[src/sv/point_in_polygon_test_unit_defines.svh]
// Assertion macros for the point-in-polygon unit.
// No dependencies; taken in by the top level with `include.
`ifndef POINT_IN_POLYGON_TEST_UNIT_DEFINES_SVH
`define POINT_IN_POLYGON_TEST_UNIT_DEFINES_SVH

// Same-cycle implication, checked on every rising edge outside reset.
`define PIPT_ASSERT_NOW(label, clk, rst, ante, cons, msg) \
   label: assert property (@(posedge clk) disable iff (rst) (ante) |-> (cons)) else $error(msg);

// Next-cycle implication.
`define PIPT_ASSERT_NEXT(label, clk, rst, ante, cons, msg) \
   label: assert property (@(posedge clk) disable iff (rst) (ante) |=> (cons)) else $error(msg);

`endif

[src/sv/pipt_pkg.sv]
// Shared types, command codes and helpers for the point-in-polygon unit.
// No dependencies; used by pipt_cell, pipt_edge_unit and the top level.
package pipt_pkg;

   localparam int MAX_VERTICES_DEFAULT = 64;
   localparam int COORD_W = 16;
   localparam int WIDE_W  = COORD_W + 1;

   // command codes; code three is unused and only answers
   localparam logic [1:0] CMD_CLEAR  = 2'd0;
   localparam logic [1:0] CMD_APPEND = 2'd1;
   localparam logic [1:0] CMD_QUERY  = 2'd2;

   typedef struct packed {
      logic [1:0]                cmd;
      logic signed [COORD_W-1:0] coord_x;
      logic signed [COORD_W-1:0] coord_y;
      logic signed [COORD_W-1:0] offset_x;
      logic signed [COORD_W-1:0] offset_y;
   } req_word_type;

   typedef struct packed {
      logic inside_res;
      logic status;
   } rsp_word_type;

   typedef struct packed {
      logic signed [COORD_W-1:0] x;
      logic signed [COORD_W-1:0] y;
   } vertex_type;

   // sequencer to edge unit
   typedef struct packed {
      logic clear;   // start of query: drop parity
      logic fire;    // one edge presented this cycle
   } edge_ctl_type;

   // edge unit back to sequencer
   typedef struct packed {
      logic parity;  // crossings so far, mod 2
      logic idle;    // no edge left in flight
   } edge_status_type;

   function automatic logic signed [WIDE_W-1:0] sext17(input logic signed [COORD_W-1:0] v);
      sext17 = $signed({v[COORD_W-1], v});
   endfunction

endpackage

[src/sv/pipt_edge_unit.sv]
// Ray-crossing test for one edge a cycle, three stages, with parity count.
// Depends on pipt_pkg for vertex and control types.
module pipt_edge_unit (
   input  logic                          clock,
   input  logic                          reset,
   input  pipt_pkg::edge_ctl_type        ctl,
   input  pipt_pkg::vertex_type          va,
   input  pipt_pkg::vertex_type          vb,
   input  logic signed [pipt_pkg::WIDE_W-1:0] qx,   // point minus offset
   input  logic signed [pipt_pkg::WIDE_W-1:0] qy,
   output pipt_pkg::edge_status_type     status
);
   import pipt_pkg::*;

   localparam int D_W = WIDE_W + 1;       // differences against the point
   localparam int P_W = WIDE_W + D_W;     // exact products

   // stage 1: differences and straddle flag
   logic                     s1_valid_ff, s1_valid_in;
   logic                     s1_straddle_ff, s1_straddle_in;
   logic signed [WIDE_W-1:0] dy_ff, dy_in;
   logic signed [WIDE_W-1:0] dx_ff, dx_in;
   logic signed [D_W-1:0]    dxp_ff, dxp_in;
   logic signed [D_W-1:0]    dyp_ff, dyp_in;

   // stage 2: products
   logic                     s2_valid_ff, s2_valid_in;
   logic                     s2_straddle_ff, s2_straddle_in;
   logic                     s2_dy_pos_ff, s2_dy_pos_in;
   logic signed [P_W-1:0]    lhs_ff, lhs_in;
   logic signed [P_W-1:0]    rhs_ff, rhs_in;

   logic                     parity_ff, parity_in;
   logic                     crossing;

   always_comb begin
      s1_valid_in    = ctl.fire;
      s1_straddle_in = (sext17(va.y) > qy) != (sext17(vb.y) > qy);
      dy_in  = sext17(vb.y) - sext17(va.y);
      dx_in  = sext17(vb.x) - sext17(va.x);
      dxp_in = $signed({qx[WIDE_W-1], qx}) - $signed({{2{va.x[COORD_W-1]}}, va.x});
      dyp_in = $signed({qy[WIDE_W-1], qy}) - $signed({{2{va.y[COORD_W-1]}}, va.y});

      s2_valid_in    = s1_valid_ff;
      s2_straddle_in = s1_straddle_ff;
      s2_dy_pos_in   = !dy_ff[WIDE_W-1] && (dy_ff != '0);
      lhs_in = dxp_ff * dy_ff;
      rhs_in = dx_ff * dyp_ff;

      crossing = s2_dy_pos_ff ? (lhs_ff < rhs_ff) : (lhs_ff > rhs_ff);
      priority if (ctl.clear) begin
         parity_in = 1'b0;
      end else if (s2_valid_ff && s2_straddle_ff && crossing) begin
         parity_in = !parity_ff;
      end else begin
         parity_in = parity_ff;
      end
   end

   always_ff @(posedge clock) begin
      if (reset) begin
         s1_valid_ff <= 1'b0;
         s2_valid_ff <= 1'b0;
         parity_ff   <= 1'b0;
      end else begin
         s1_valid_ff <= s1_valid_in;
         s2_valid_ff <= s2_valid_in;
         parity_ff   <= parity_in;
      end
      s1_straddle_ff <= s1_straddle_in;
      dy_ff          <= dy_in;
      dx_ff          <= dx_in;
      dxp_ff         <= dxp_in;
      dyp_ff         <= dyp_in;
      s2_straddle_ff <= s2_straddle_in;
      s2_dy_pos_ff   <= s2_dy_pos_in;
      lhs_ff         <= lhs_in;
      rhs_ff         <= rhs_in;
   end

   assign status.parity = parity_ff;
   assign status.idle   = !s1_valid_ff && !s2_valid_ff;
endmodule

[config.mk]
export PLATFORM = sky130hd
export DESIGN_NAME = pipt_edge_unit
export DESIGN_NICKNAME = d
export VERILOG_FILES = /design/src/sv/point_in_polygon_test_unit_defines.svh /design/src/sv/pipt_pkg.sv /design/src/sv/pipt_edge_unit.sv
export SDC_FILE = /design/constraint.sdc
export NUM_CORES = 2
export LEC_CHECK = 0
export ABC_AREA = 1
export BUFFER_PORTS_ARGS = -buffer_cell sky130_fd_sc_hd__clkbuf_2
export CAP_MARGIN = 25
export CORE_MARGIN = 5
export CORE_UTILIZATION = 40
export CTS_CLUSTER_DIAMETER = 30
export DETAILED_ROUTE_END_ITERATION = 6
export PLACE_DENSITY_LB_ADDON = 0.2
export SLEW_MARGIN = 20
export SYNTH_ARGS = -nofsm -noshare
export SYNTH_HDL_FRONTEND = slang
export SYNTH_SLANG_ARGS = --single-unit
[constraint.sdc]
create_clock -name clock -period 13.35 [get_ports clock]
set_clock_uncertainty 0.1 [all_clocks]
set_input_delay 1.335 -clock clock [delete_from_list [all_inputs] [get_ports clock]]
set_output_delay 1.335 -clock clock [all_outputs]
set_load 0.02 [all_outputs]
After elaboration in Yosys (flattened, before gate mapping). Cells that the tools add are included. Widths: inputs -> output; s select.

Bits in registers: 146. Input port bits: 102.

Add/sub/neg operators: 4. Equality and inequality tests: 1. Muxes and demuxes: 1. Reduce and logical (&&, ||, !) cells: 10. Multipliers: 2. $lt $le $gt $ge: 4.

Operators with widths (number): $sub 17x16->18 (2); $gt 35x35->1 (1); $lt 35x35->1 (1); $mul 17x18->35 (1); $mul 18x17->35 (1); $gt 16x17->1 (2); $sub 16x16->17 (2); $reduce_bool 17->1 (1); $logic_and 1x1->1 (4); $logic_not 1->1 (4); $reduce_or 2->1 (1); $mux 1 (1); $ne 1x1->1 (1).

Depth between registers and ports, before layout.
Word-level depth: 3. Depth in mapped cells: 28. Gate-level depth less buffers: 26.

Least setup slack after synthesis. Ideal clock, no wire load.

Kind: register to register. From: register dx_ff[3]. To: register rhs_ff[32]. Clock period less this slack: 5906 ps. Slack: 7444 ps. Data required time: 13178 ps. Stages on the path, launching flop included: 25. Arrival: 5734 ps. Buffers on the path: 2. Cell sequence: dfxtp_1 clkbuf_1 clkbuf_1 nand2_1 fa_1 inv_1 fa_1 fa_1 fa_1 fa_1 inv_1 fa_1 inv_1 ha_1 nand2_1 nor2_1 nand2_1 inv_1 nand2_1 o211ai_2 nand2_1 nand2_1 nand2_1 nand2_1 xor2_1.

Cells in the longest elaborated chain, start to end: 1.

Ends and longest elaborated chain: start: declaration (line pipt_edge_unit.sv:22) `logic signed [WIDE_W-1:0] dx_ff, dx_in;`; start signal: assignment (line pipt_edge_unit.sv:72) `dx_ff <= dx_in;`; $mul 17x18->35 (line pipt_edge_unit.sv:48) `rhs_in = dx_ff * dyp_ff;`; named net rhs_in[32] (line pipt_edge_unit.sv:31) `logic signed [P_W-1:0] rhs_ff, rhs_in;`; end signal: assignment (line pipt_edge_unit.sv:78) `rhs_ff <= rhs_in;`; end: declaration (line pipt_edge_unit.sv:31).

The timed path passes the listed nets, and every way through them passes these cells. A chain may end at the register's enable or synchronous reset.

Worst setup path after layout.
From: register dy_ff[3]. To: register lhs_ff[34].

Cells in the longest elaborated chain, start to end: 1.

Ends and longest elaborated chain: start: declaration (line pipt_edge_unit.sv:21) `logic signed [WIDE_W-1:0] dy_ff, dy_in;`; start signal: assignment (line pipt_edge_unit.sv:71) `dy_ff <= dy_in;`; $mul 18x17->35 (line pipt_edge_unit.sv:47) `lhs_in = dxp_ff * dy_ff;`; named net lhs_in[34] (line pipt_edge_unit.sv:30) `logic signed [P_W-1:0] lhs_ff, lhs_in;`; end signal: assignment (line pipt_edge_unit.sv:77) `lhs_ff <= lhs_in;`; end: declaration (line pipt_edge_unit.sv:30).

The timed path passes the listed nets, and every way through them passes these cells.

==> metrics.md <==
| Metric | Value |
|---|---|
| Largest net degree at the start of global routing | 20 |
| Post-cts resize count | 0 |
| H-tree Lvls | 4 |
| Die H | 288 um |
| Via count | 22800 |
| Worst Setup Start Kind | flip-flop |
| # DRC | 0 |
| Ys async rst share | 0% |
| Post-DRT Antenna Nets | 0 |
| Post-synth top area share | 40.5% |
| Worst R2R Path Depth | 15 |
| Syn avg cell area | ~8.2 sq um |
| Initial antenna violation count | 0 |
| CTS max path bufs | 2 |
| Gpl congestion | 0.946 |
| TritonCTS Buffers | 17 |
| Adder-cell share of the synthesized area | 52.3% |
| Hold Fails Final Rpt | 0 |
| Final setup vio count | 0 |
| Tmin final | ~6.6 ns |
| FP Rows | 102 |
| #FFs+latches synth | 146 |
| Max-cap viol count | 0 |
| Port buffer count | 103 |
| Worst slew margin | 27.7% |
| CP Class | flip-flop to flip-flop |
| Multiplexer share of the synthesized area | 0% |
| Vias in the first global route | 24400 |
| ANT cells | 0 |
| RSZ-0062 raised after global routing | no |
| Post-DP HPWL | 67500 um |
| Status | complete, no violations |
| Worst Hold Slack | 0.237 ns |
| Cells after synthesis | 3791 |
| Post-synth cell types | 53 |
| Filler cell count | around 8000 |
| CTS Hold Bufs | 0 |
| TritonRoute pass-1 iters | 5 |
| Hold Crit Class | flip-flop to flip-flop |
| Tightest Pin Transition | 1.08 ns |
| Setup TNS Final | 0 ns |
| Hold Path Depth | 0 |
| Core area | ~0.077 sq mm |
| Sequential element share of the synthesized area | approximately a tenth |
| Global-route wire length before repair | ~130000 um |
| P&R area growth vs syn | 6.92% |
| Tot GR Track Use | 20.2% |
| Vias per cell | ~4.7 |
| Postcts setup bufs | 0 |
| Arr. time, crit path | 6.83 ns |
| Most common cell after layout, fill and taps aside | inv_1 |
| FMAX | 152 MHz |
| Final Cycle Share | 49.4% |
| Initial DRC count | 1249 |
| Post-synth EDFFs | 0 |
| Area contributors post-synth | fa_1, inv_1, ha_1, nand2_1, dfxtp_1 |
| Synth Area in Compound Gates | 5.70% |
| Biggest area consumer among synthesized cells | fa_1 |
| Drt wl/cell | 16.5 um |
| Mapped cell area | 0.0309 sq mm |
| Gr ovfl total | 0 |
| Yosys warning count | 0 |
| Final nets | 4826 |
| Synth Area in XOR/XNOR | 3.87% |
| Sink Count | approximately 150 |
| Die Area | around 0.083 sq mm |
| IO Count | 104 |
| Root Buffer | clkbuf_16 |
| Top_reg_cell synth | dfxtp_1 |
| Clock Latency Late Sink | 0.46 ns |
| Critical-path maximum fanout | 19 |
| Simple-Gate Fraction of Synth Area | 13.3% |
| Starting Density | 40.1% |
| Die W | approximately 290 um |
| Fraction of layout cells with a size suffix above 1 | 6.05% |
| Final wirelength | ~80000 um |
| Setup crit end kind | flip-flop |
| CTS tree | built |
| Clock-pin slew on the worst setup and hold paths | approximately 0.060 ns |
| Slew Viols, Final | 0 |
| Syn Nets | 4812 |
| Data required, critical path | 13.58 ns |
| Largest family of logic cells by synthesized area | adder cells |
| Most frequent cells in the layout | inv_1, nand2_1, fa_1 |
-- per-layer routing --
| metal | share of wire (%) | track usage (%) | vias to the layer above |
|---|---|---|---|
| met5 | 0 | 0 | - |
| met2 | 49 | 34.6 | 472 |
| met1 | 45 | 27.9 | 11300 |
| li1 | - | - | 10900 |
| met3 | 4.5 | 2.77 | 68 |
| met4 | 1.4 | 3.70 | 0 |
-- kinds of logic after synthesis --
logic type                 after synthesis
AOI/OAI and AO/OA                      282
xor gates and xnor gates               136
adders and majority gates              919
buffers and inverters                 1262
DFF                                    146
and+or+nand+nor                       1046
-- sequential cells by signal (all words and copies together) (netlist names) --
signal	cells
dy_ff	17
rhs_ff	35
dyp_ff	18
s1_valid_ff	1
parity_ff	1
dxp_ff	18
s2_straddle_ff	1
lhs_ff	35
dx_ff	17
s2_valid_ff	1
s2_dy_pos_ff	1
s1_straddle_ff	1
-- Yosys cell counts (11+ instances only) --
library cell	count
o21ai_2	20
fa_1	626
a21o_1	14
dfxtp_1	146
xor2_1	79
buf_1	16
ha_1	293
a21oi_1	136
o21ai_0	44
nor2_1	107
nand3_1	35
clkbuf_1	122
o21ai_1	11
nand2_1	842
xnor2_1	56
nand4_1	15
inv_1	1119
nor3_1	16
-- cell type report --
cell class,instances,area [sq um],area share (%)
Multi-Input combinational cell,2383,23300,70.4
Sequential cell,146,2920,8.83
Clock buffer,18,439,1.33
Clock inverter,13,171,0.518
Timing Repair Buffer,134,756,2.28
Tap cell,1040,1300,3.93
Inverter,1123,4220,12.7
-- through the flow --
stage	std cells	cell area, sq um	setup slack, ns	util [%]
finish	4857	33100	6.75	42.9
global route	4857	33100	6.37	42.9
CTS	4856	33100	6.72	42.9
detailed placement	4825	32500	6.71	42.1
global placement	4825	32500	6.77	42.1
floorplan	3791	30900	7.44	-
-- worst paths after layout --
| path | startpoint | endpoint | slack, ns |
|---|---|---|---|
| setup / recovery | dy_ff[3] | lhs_ff[34] | 6.75 |
| hold / removal | s1_straddle_ff | s2_straddle_ff | 0.24 |
| setup reg to reg | dy_ff[3] | lhs_ff[34] | 6.75 |
| hold reg to reg | s1_straddle_ff | s2_straddle_ff | 0.24 |
-- critical path, cell delays in order (launching register included) --
cell,delay [ns]
dfxtp_1,0.92
nand2_1,0.22
inv_1,0.12
fa_1,0.59
fa_1,0.94
fa_1,0.53
fa_1,0.58
fa_1,0.44
fa_1,0.44
ha_1,0.40
a21oi_1,0.32
o21ai_0,0.15
a211oi_1,0.31
a21boi_0,0.21
nand2_1,0.10
xnor2_1,0.12
Power is not shown: default switching activity piles up to over one toggle a cycle in this logic, so the estimate is an artifact.
