File: src/sv/point_in_polygon_test_unit_defines.svh
// Assertion macros for the point-in-polygon unit.
// No dependencies; taken in by the top level with `include.
`ifndef POINT_IN_POLYGON_TEST_UNIT_DEFINES_SVH
`define POINT_IN_POLYGON_TEST_UNIT_DEFINES_SVH

// Same-cycle implication, checked on every rising edge outside reset.
`define PIPT_ASSERT_NOW(label, clk, rst, ante, cons, msg) \
   label: assert property (@(posedge clk) disable iff (rst) (ante) |-> (cons)) else $error(msg);

// Next-cycle implication.
`define PIPT_ASSERT_NEXT(label, clk, rst, ante, cons, msg) \
   label: assert property (@(posedge clk) disable iff (rst) (ante) |=> (cons)) else $error(msg);

`endif

File: src/sv/pipt_pkg.sv
// Shared types, command codes and helpers for the point-in-polygon unit.
// No dependencies; used by pipt_cell, pipt_edge_unit and the top level.
package pipt_pkg;

   localparam int MAX_VERTICES_DEFAULT = 64;
   localparam int COORD_W = 16;
   localparam int WIDE_W  = COORD_W + 1;

   // command codes; code three is unused and only answers
   localparam logic [1:0] CMD_CLEAR  = 2'd0;
   localparam logic [1:0] CMD_APPEND = 2'd1;
   localparam logic [1:0] CMD_QUERY  = 2'd2;

   typedef struct packed {
      logic [1:0]                cmd;
      logic signed [COORD_W-1:0] coord_x;
      logic signed [COORD_W-1:0] coord_y;
      logic signed [COORD_W-1:0] offset_x;
      logic signed [COORD_W-1:0] offset_y;
   } req_word_type;

   typedef struct packed {
      logic inside_res;
      logic status;
   } rsp_word_type;

   typedef struct packed {
      logic signed [COORD_W-1:0] x;
      logic signed [COORD_W-1:0] y;
   } vertex_type;

   // sequencer to edge unit
   typedef struct packed {
      logic clear;   // start of query: drop parity
      logic fire;    // one edge presented this cycle
   } edge_ctl_type;

   // edge unit back to sequencer
   typedef struct packed {
      logic parity;  // crossings so far, mod 2
      logic idle;    // no edge left in flight
   } edge_status_type;

   function automatic logic signed [WIDE_W-1:0] sext17(input logic signed [COORD_W-1:0] v);
      sext17 = $signed({v[COORD_W-1], v});
   endfunction

endpackage

File: src/sv/pipt_cell.sv
// One vertex cell of the rotating vertex chain.
// Depends on pipt_pkg for vertex_type.
module pipt_cell (
   input  logic                 clock,
   input  logic                 shift,
   input  pipt_pkg::vertex_type din,
   output pipt_pkg::vertex_type dout
);
   import pipt_pkg::*;

   vertex_type vtx_ff;
   vertex_type vtx_in;

   // take the neighbour's vertex when the chain moves, else hold
   assign vtx_in = shift ? din : vtx_ff;

   always_ff @(posedge clock) begin
      vtx_ff <= vtx_in;
   end

   assign dout = vtx_ff;
endmodule

File: config.mk
export PLATFORM = sky130hd
export DESIGN_NAME = pipt_cell
export DESIGN_NICKNAME = d
export VERILOG_FILES = /design/src/sv/point_in_polygon_test_unit_defines.svh /design/src/sv/pipt_pkg.sv /design/src/sv/pipt_cell.sv
export SDC_FILE = /design/constraint.sdc
export NUM_CORES = 1
export LEC_CHECK = 0
export ABC_AREA = 1
export BUFFER_PORTS_ARGS = -buffer_cell sky130_fd_sc_hd__buf_2
export CORE_ASPECT_RATIO = 0.8
export CORE_MARGIN = 2
export CORE_UTILIZATION = 41
export CTS_BUF_LIST = sky130_fd_sc_hd__clkbuf_2 sky130_fd_sc_hd__clkbuf_4 sky130_fd_sc_hd__clkbuf_8
export DETAILED_ROUTE_END_ITERATION = 12
export PLACE_DENSITY_LB_ADDON = 0.1
export SKIP_LAST_GASP = 1
export SLEW_MARGIN = 0
export SYNTH_ARGS = -nofsm -noshare
export SYNTH_HDL_FRONTEND = slang
export SYNTH_SLANG_ARGS = --single-unit
export TNS_END_PERCENT = 100
File: constraint.sdc
create_clock -name clock -period 0.8 [get_ports clock]
set_clock_uncertainty 0.15 [all_clocks]
set_input_delay 0.08 -clock clock [delete_from_list [all_inputs] [get_ports clock]]
set_output_delay 0.08 -clock clock [all_outputs]
set_load 0.01 [all_outputs]
[Word level (Yosys, flattened, before mapping)]
Cells that the tools add are included.
Storage, ports and cells
  register bits: 32
  bits of input ports: 34
  output and inout port bits: 32
  word-level logic and storage cells: 2

[Depth between registers and ports, before layout]
Gate-level depths: netlist (run 1).
  depth in word-level cells: 0
  gate-level depth with buffers: 0

[Worst setup path before layout (run 1)]
Ideal clock, no wire load.
  path kind: register -> output
  start point: register vtx_ff, in the netlist dout[0]
  end point: output port dout[0] (netlist name)
  arrival: 0.394 ns
  data required time: 0.570 ns
  path slack: 0.176 ns
  cell stages (with the launch flop): 1
  buffers on the path: 0
  path through: edfxtp_1
RTL lines
  start: declaration: line pipt_cell.sv:11  | vertex_type vtx_ff;
  start signal: assignment: line pipt_cell.sv:18  | vtx_ff <= vtx_in;
  end: declaration: line pipt_cell.sv:7  | output pipt_pkg::vertex_type dout
No word-level cell between the ends.

[Worst setup path in the final report (run 1)]
  start point: register vtx_ff, in the netlist dout[10]
  end point: output port dout[10] (netlist name)
No word-level cell between the ends.

==> results.py, run 1 <==
metrics = {
    "power": {
        "p_sw_uw": 725,
        "p_sw_share_pct": 19.8,
        "ir_worst_vdd_mv": 1.87,
        "power.share.combinational_pct": 12.2,
        "power.leakage_uw": 0.000769,
        "power.density_nw_per_um2": 2080,
        "p_seq_share_pct": 55.1,
        "p_int_uw": 2940,
        "clockPowerShare_pct": 32.7,
        "report.power.total_uw": 3670,
    },
    "finish": {
        "instances_no_fill": 164,
        "area.growth.synth_to_final_pct": 83.6,
        "nFillCells": 130,
        "largest_register_ffs": 32,
        "nNetsFinal": 172,
        "diodes": 0,
        "comb.multi_input.count": 0,
        "multi_input_area_sq_um": 0,
        "final_core_util_pct": 80.3,
        "final_area_sq_um": 1760,
        "final_layout_size_suffix_gt1_share_pct": 54.0,
    },
    "routing": {
        "drtAntennaViolNets": 0,
        "remaining_drc_errors": 0,
        "wl_um": 2110,
        "wl_per_cell_um": 12.9,
        "avgViaCountPerCell": 4.24,
        "drt-pass1-iter-count": 4,
        "vias": 696,
        "drtIter0Drc": 18,
    },
    "setup_path": {
        "worst-setup-path-type": "register to output pin",
        "worstSetupStartpointType": "register",
        "critPathRequiredTime_ns": 0.57,
        "critPathMaxFanout": 1,
        "cp-end-kind": "output pin",
        "critical_path_arrival_ns": 0.89,
        "cp_top_family": "flip-flops",
        "cp_cell_sequence": "buf_6",
        "crit_buf_inv": 1,
        "critPathSlowestCell": "edfxtp_1",
        "cpPeakStageDelay_ns": 0.42,
    },
    "floorplan": {
        "die_area_sq_um": 2750,
        "fp.dieH_um": 47.3,
        "core_area_sq_um": 2200,
        "fp-row-count": 15,
        "fp.dieW_um": 58.1,
        "initial_core_util_pct": 43.8,
        "ios": 66,
    },
    "synthesis": {
        "synth-seq-cells": 32,
        "synth_fa_ha_area_share_pct": 0,
        "synth_seq_area_share_pct": 100,
        "synthMuxAreaShare_pct": 0,
        "yosys.area_share.simple_pct": 0,
        "synth_warnings": 0,
        "syn_avg_cell_area_sq_um": 30.0,
        "syn-num-nets": 66,
        "netlist_area_sq_um": 961,
        "synthXorXnorAreaFrac_pct": 0,
        "synth-compound-area-share_pct": 0,
        "ys_types": 1,
        "syn_inst": 32,
    },
    "timing": {
        "period_minus_slack_ns": 1.12,
        "max_slew_margin_pct": 93.3,
        "min_period_over_period_pct": 139,
        "setup_viol": 42,
        "rsz0062_at_grt": "yes",
        "slew_viol_final": 0,
        "fin_ws_ns": -0.315,
        "hold_viol": 0,
        "fmax_mhz": 897,
        "fin_tns_setup_ns": -8.52,
        "tightestPinTransition_ns": 0.101,
    },
    "global_route": {
        "grt_max_degree": 17,
        "grt_use_total_pct": 16.4,
        "antenna_found_initial": 0,
        "grt_pass1_wl_um": 3000,
        "grt_pass1_vias": 661,
        "grt-ovfl-total": 0,
    },
    "clocking": {
        "cts_tree": "done",
        "cts_sinks": 32,
        "path_clk_slew_ns": 0.10,
        "cts_buffers": 5,
        "clock-root-buffer": "clkbuf_4",
        "clockBufferDepth": 2,
        "htreeDepth": 2,
        "post-cts-setup-buffer-count": 0,
    },
    "placed_design": {
        "port_buffers": 65,
        "placed_area_sq_um": 1360,
        "dp.cells": 124,
        "place_congestion": 0.644,
    },
    "flow_run": {
        "cap_violations": 0,
    },
    "status": {
        "failed_checks": "setup timing",
        "status": "complete, but fails checks",
    },
    "worst_hold_path": {
        "hp-class": "input pin to register",
    },
}
[synthesized netlist by cell type]
master / number / area share (%)
edfxtp_1: 32 / 100
[cells by family (layout without fill, tap and decap cells)]
logic type,after synthesis,after routing
buffers and inverters,0,107
DFF,32,32
[area by class of cell]
| class | instances | area, sq um | area share [%] |
|---|---|---|---|
| timing repair buffer | 99 | 692 | 39.2 |
| clock inverter | 2 | 35.0 | 1.99 |
| sequential | 32 | 961 | 54.5 |
| clock buffer | 6 | 45.0 | 2.55 |
| tap | 25 | 31.3 | 1.77 |
[power groups by stage]
stage	Combinational, uW	Clock, uW	Sequential [uW]
global route	484	1310	2030
finish	448	1200	2020
CTS	442	1240	2020
floorplan	0	0	2140
global placement	321	0	2050
detailed placement	322	0	2060
[layout by cell type, fill, tap and decap left out]
master          n
clkbuf_4        6
clkinv_2        1
buf_12          2
dlygate4sd3_1  32
edfxtp_1       32
buf_6           1
buf_2          64
bufinv_16       1
[layer usage]
metal	GRT usage (%)	up-vias	wire length, um
met1	17.5	318	760
li1	-	343	-
met4	9.77	0	7
met3	6.34	4	168
met5	0	-	0
met2	28.6	31	1180
[repair_timing]
action	4_1_cts	5_1_grt
gates resized for setup	0	1
endpoints found under the hold margin	32	0
endpoints found under the setup margin	32	32
hold buffers	32	0
[path summary, 6_finish.rpt]
kind	slack [ns]	depth (start not counted)	endpoint	startpoint
setup / recovery	-0.32	1	dout[10]	dout[10]
hold / removal	0.02	2	dout[20]	shift
[per-stage QoR]
step                      hold slack [ns]  worst slack, ns
after detailed placement            0.108          -0.0277
final                              0.0229           -0.315
after global routing              0.00639           -0.360
after CTS                         0.00613           -0.320
after floorplan                    0.0289            0.176
after global placement              0.107          -0.0221
(Power assumes the default switching activity.)
==> run 2: changes to the inputs <==
--- a/config.mk
+++ b/config.mk
@@ -6,5 +6,4 @@
 export NUM_CORES = 1
 export LEC_CHECK = 0
-export ABC_AREA = 1
 export BUFFER_PORTS_ARGS = -buffer_cell sky130_fd_sc_hd__buf_2
 export CORE_ASPECT_RATIO = 0.8
==> constraint.sdc (replaced) <==
create_clock -name clock -period 0.8 [get_ports clock]
set_clock_uncertainty 0.15 [all_clocks]
set_input_delay 0.12 -clock clock [delete_from_list [all_inputs] [get_ports clock]]
set_output_delay 0.12 -clock clock [all_outputs]
set_load 0.01 [all_outputs]
==> run 2 against run 1 <==
Effect of this change: combinational power fell by 27%; first-iteration DRC count fell by 17%; critical path type unchanged; clock power barely moved; maximum frequency fell by 2.2%; final cell count fell by 18%; total power fell by 3.3%; hold slack got worse by 0.21 ns; final area fell by 17%; the run ends with hold timing, setup timing left.
==> results.py, run 2 (same netlist as run 1, synthesis figures left out) <==
metrics = {
    "status": {
        "status": "complete, but fails checks",
        "failed_checks": "hold timing, setup timing",
    },
    "setup_path": {
        "critical_path_arrival_ns": 0.87,
        "cp-end-kind": "output pin",
        "cp_top_family": "flip-flops",
        "critPathSlowestCell": "edfxtp_1",
        "cp_cell_sequence": "buf_2",
        "critPathMaxFanout": 1,
        "worst-setup-path-type": "register to output pin",
        "cpPeakStageDelay_ns": 0.39,
        "worstSetupStartpointType": "register",
        "critPathRequiredTime_ns": 0.53,
        "crit_buf_inv": 1,
    },
    "routing": {
        "vias": 595,
        "wl_per_cell_um": 12.6,
        "drt-pass1-iter-count": 4,
        "remaining_drc_errors": 0,
        "wl_um": 1690,
        "drtAntennaViolNets": 0,
        "avgViaCountPerCell": 4.44,
        "drtIter0Drc": 15,
    },
    "clocking": {
        "cts_resized": 0,
        "htreeDepth": 2,
        "post-cts-setup-buffer-count": 0,
        "clock-root-buffer": "clkbuf_4",
        "cts_buffers": 5,
        "path_clk_slew_ns": 0.10,
        "clockBufferDepth": 2,
        "cts_tree": "done",
        "cts_sinks": 32,
    },
    "global_route": {
        "grt_pass1_wl_um": 2260,
        "grt_use_total_pct": 12.5,
        "grt_max_degree": 17,
        "grt-ovfl-total": 0,
        "antenna_found_initial": 0,
        "grt_pass1_vias": 541,
    },
    "finish": {
        "nNetsFinal": 142,
        "diodes": 0,
        "multi_input_area_sq_um": 0,
        "layout_common_cells": "65 x buf_2, 32 x edfxtp_1, 6 x clkbuf_4",
        "layout_commonest_cell": "buf_2",
        "final_area_sq_um": 1460,
        "comb.multi_input.count": 0,
        "final_core_util_pct": 66.4,
        "area.growth.synth_to_final_pct": 51.7,
        "final_layout_size_suffix_gt1_share_pct": 68.8,
        "largest_register_ffs": 32,
    },
    "power": {
        "report.power.total_uw": 3550,
        "power.leakage_uw": 0.000642,
        "ir_worst_vdd_mv": 1.76,
        "power.density_nw_per_um2": 2430,
    },
    "timing": {
        "max_slew_margin_pct": 93.6,
        "fin_ws_ns": -0.341,
        "tightestPinTransition_ns": 0.0964,
        "slew_viol_final": 0,
        "rsz0062_at_grt": "yes",
        "setup_viol": 34,
        "fmax_mhz": 877,
        "holdWs_ns": -0.191,
        "min_period_over_period_pct": 143,
        "period_minus_slack_ns": 1.14,
        "hold_viol": 30,
    },
    "placed_design": {
        "placed_area_sq_um": 1360,
        "port_buffers": 65,
        "dp_slack_ns": -0.0679,
        "place_congestion": 0.644,
    },
    "worst_hold_path": {
        "hp-class": "input pin to register",
        "whs_path_depth": 1,
        "min_from": "din[21]",
        "min_delay_worst_endpoint": "dout[21]",
    },
    "floorplan": {
        "initial_core_util_pct": 43.8,
        "ios": 66,
        "fp-row-count": 15,
        "core_area_sq_um": 2200,
        "die_area_sq_um": 2750,
        "fp.dieH_um": 47.3,
        "fp.dieW_um": 58.1,
    },
    "flow_run": {
        "cap_violations": 0,
    },
}
run 2: cell types whose count changed in the layout (fill, tap and decap cells not counted), sizes merged:
cell and change:
dlygate4sd3 -30
run 2: worst max path at each step:
stage / start / slack (ns) / endpoint / depth (start not counted)
after floorplan: dout[0] / 0.14 / dout[0] / 0
after global placement: shift / -0.06 / dout[26] / 2
after detailed placement: shift / -0.07 / dout[27] / 2
after CTS: dout[10] / -0.36 / dout[10] / 1
after global routing: dout[2] / -0.38 / dout[2] / 1
final: dout[10] / -0.34 / dout[10] / 1
run 2: routing by layer:
| layer | part of all wire (%) | wire, um | track usage, % | vias to the layer above |
|---|---|---|---|---|
| li1 | - | - | - | 282 |
| met1 | 36 | 607 | 12.5 | 273 |
| met2 | 52 | 876 | 20.9 | 34 |
| met3 | 9.7 | 165 | 5.79 | 6 |
| met4 | 2.7 | 45 | 9.77 | 0 |
| met5 | 0 | 0 | 0 | - |
run 2: stage by stage:
stage	hold slack [ns]	setup TNS, ns	instances
6_report	-0.191	-9.87	134
4_1_cts	-0.204	-10.47	132
3_3_place_gp	0.147	-1.96	124
2_1_floorplan	0.0689	0	32
5_1_grt	-0.205	-11.23	134
3_5_place_dp	0.148	-2.11	124
run 2: cell type report:
cell class | instances | area (sq um)
well taps | 25 | 31.3
fillers | 165 | 738
clock inverters | 2 | 35.0
repair buffers | 69 | 385
flip-flops and latches | 32 | 961
clock buffers | 6 | 45.0
run 2: power by group:
part           switching (uW)  internal [uW]  total, uW
clock network             514            689       1200
logic                     162            164        325
registers                29.4           1990       2020
total                     705           2840       3550
run 2: what timing repair did:
| action | in CTS | in global routing |
|---|---|---|
| setup endpoints to repair | 32 | 32 |
| endpoints found under the hold margin | 32 | 32 |
| gates cloned | 0 | 0 |
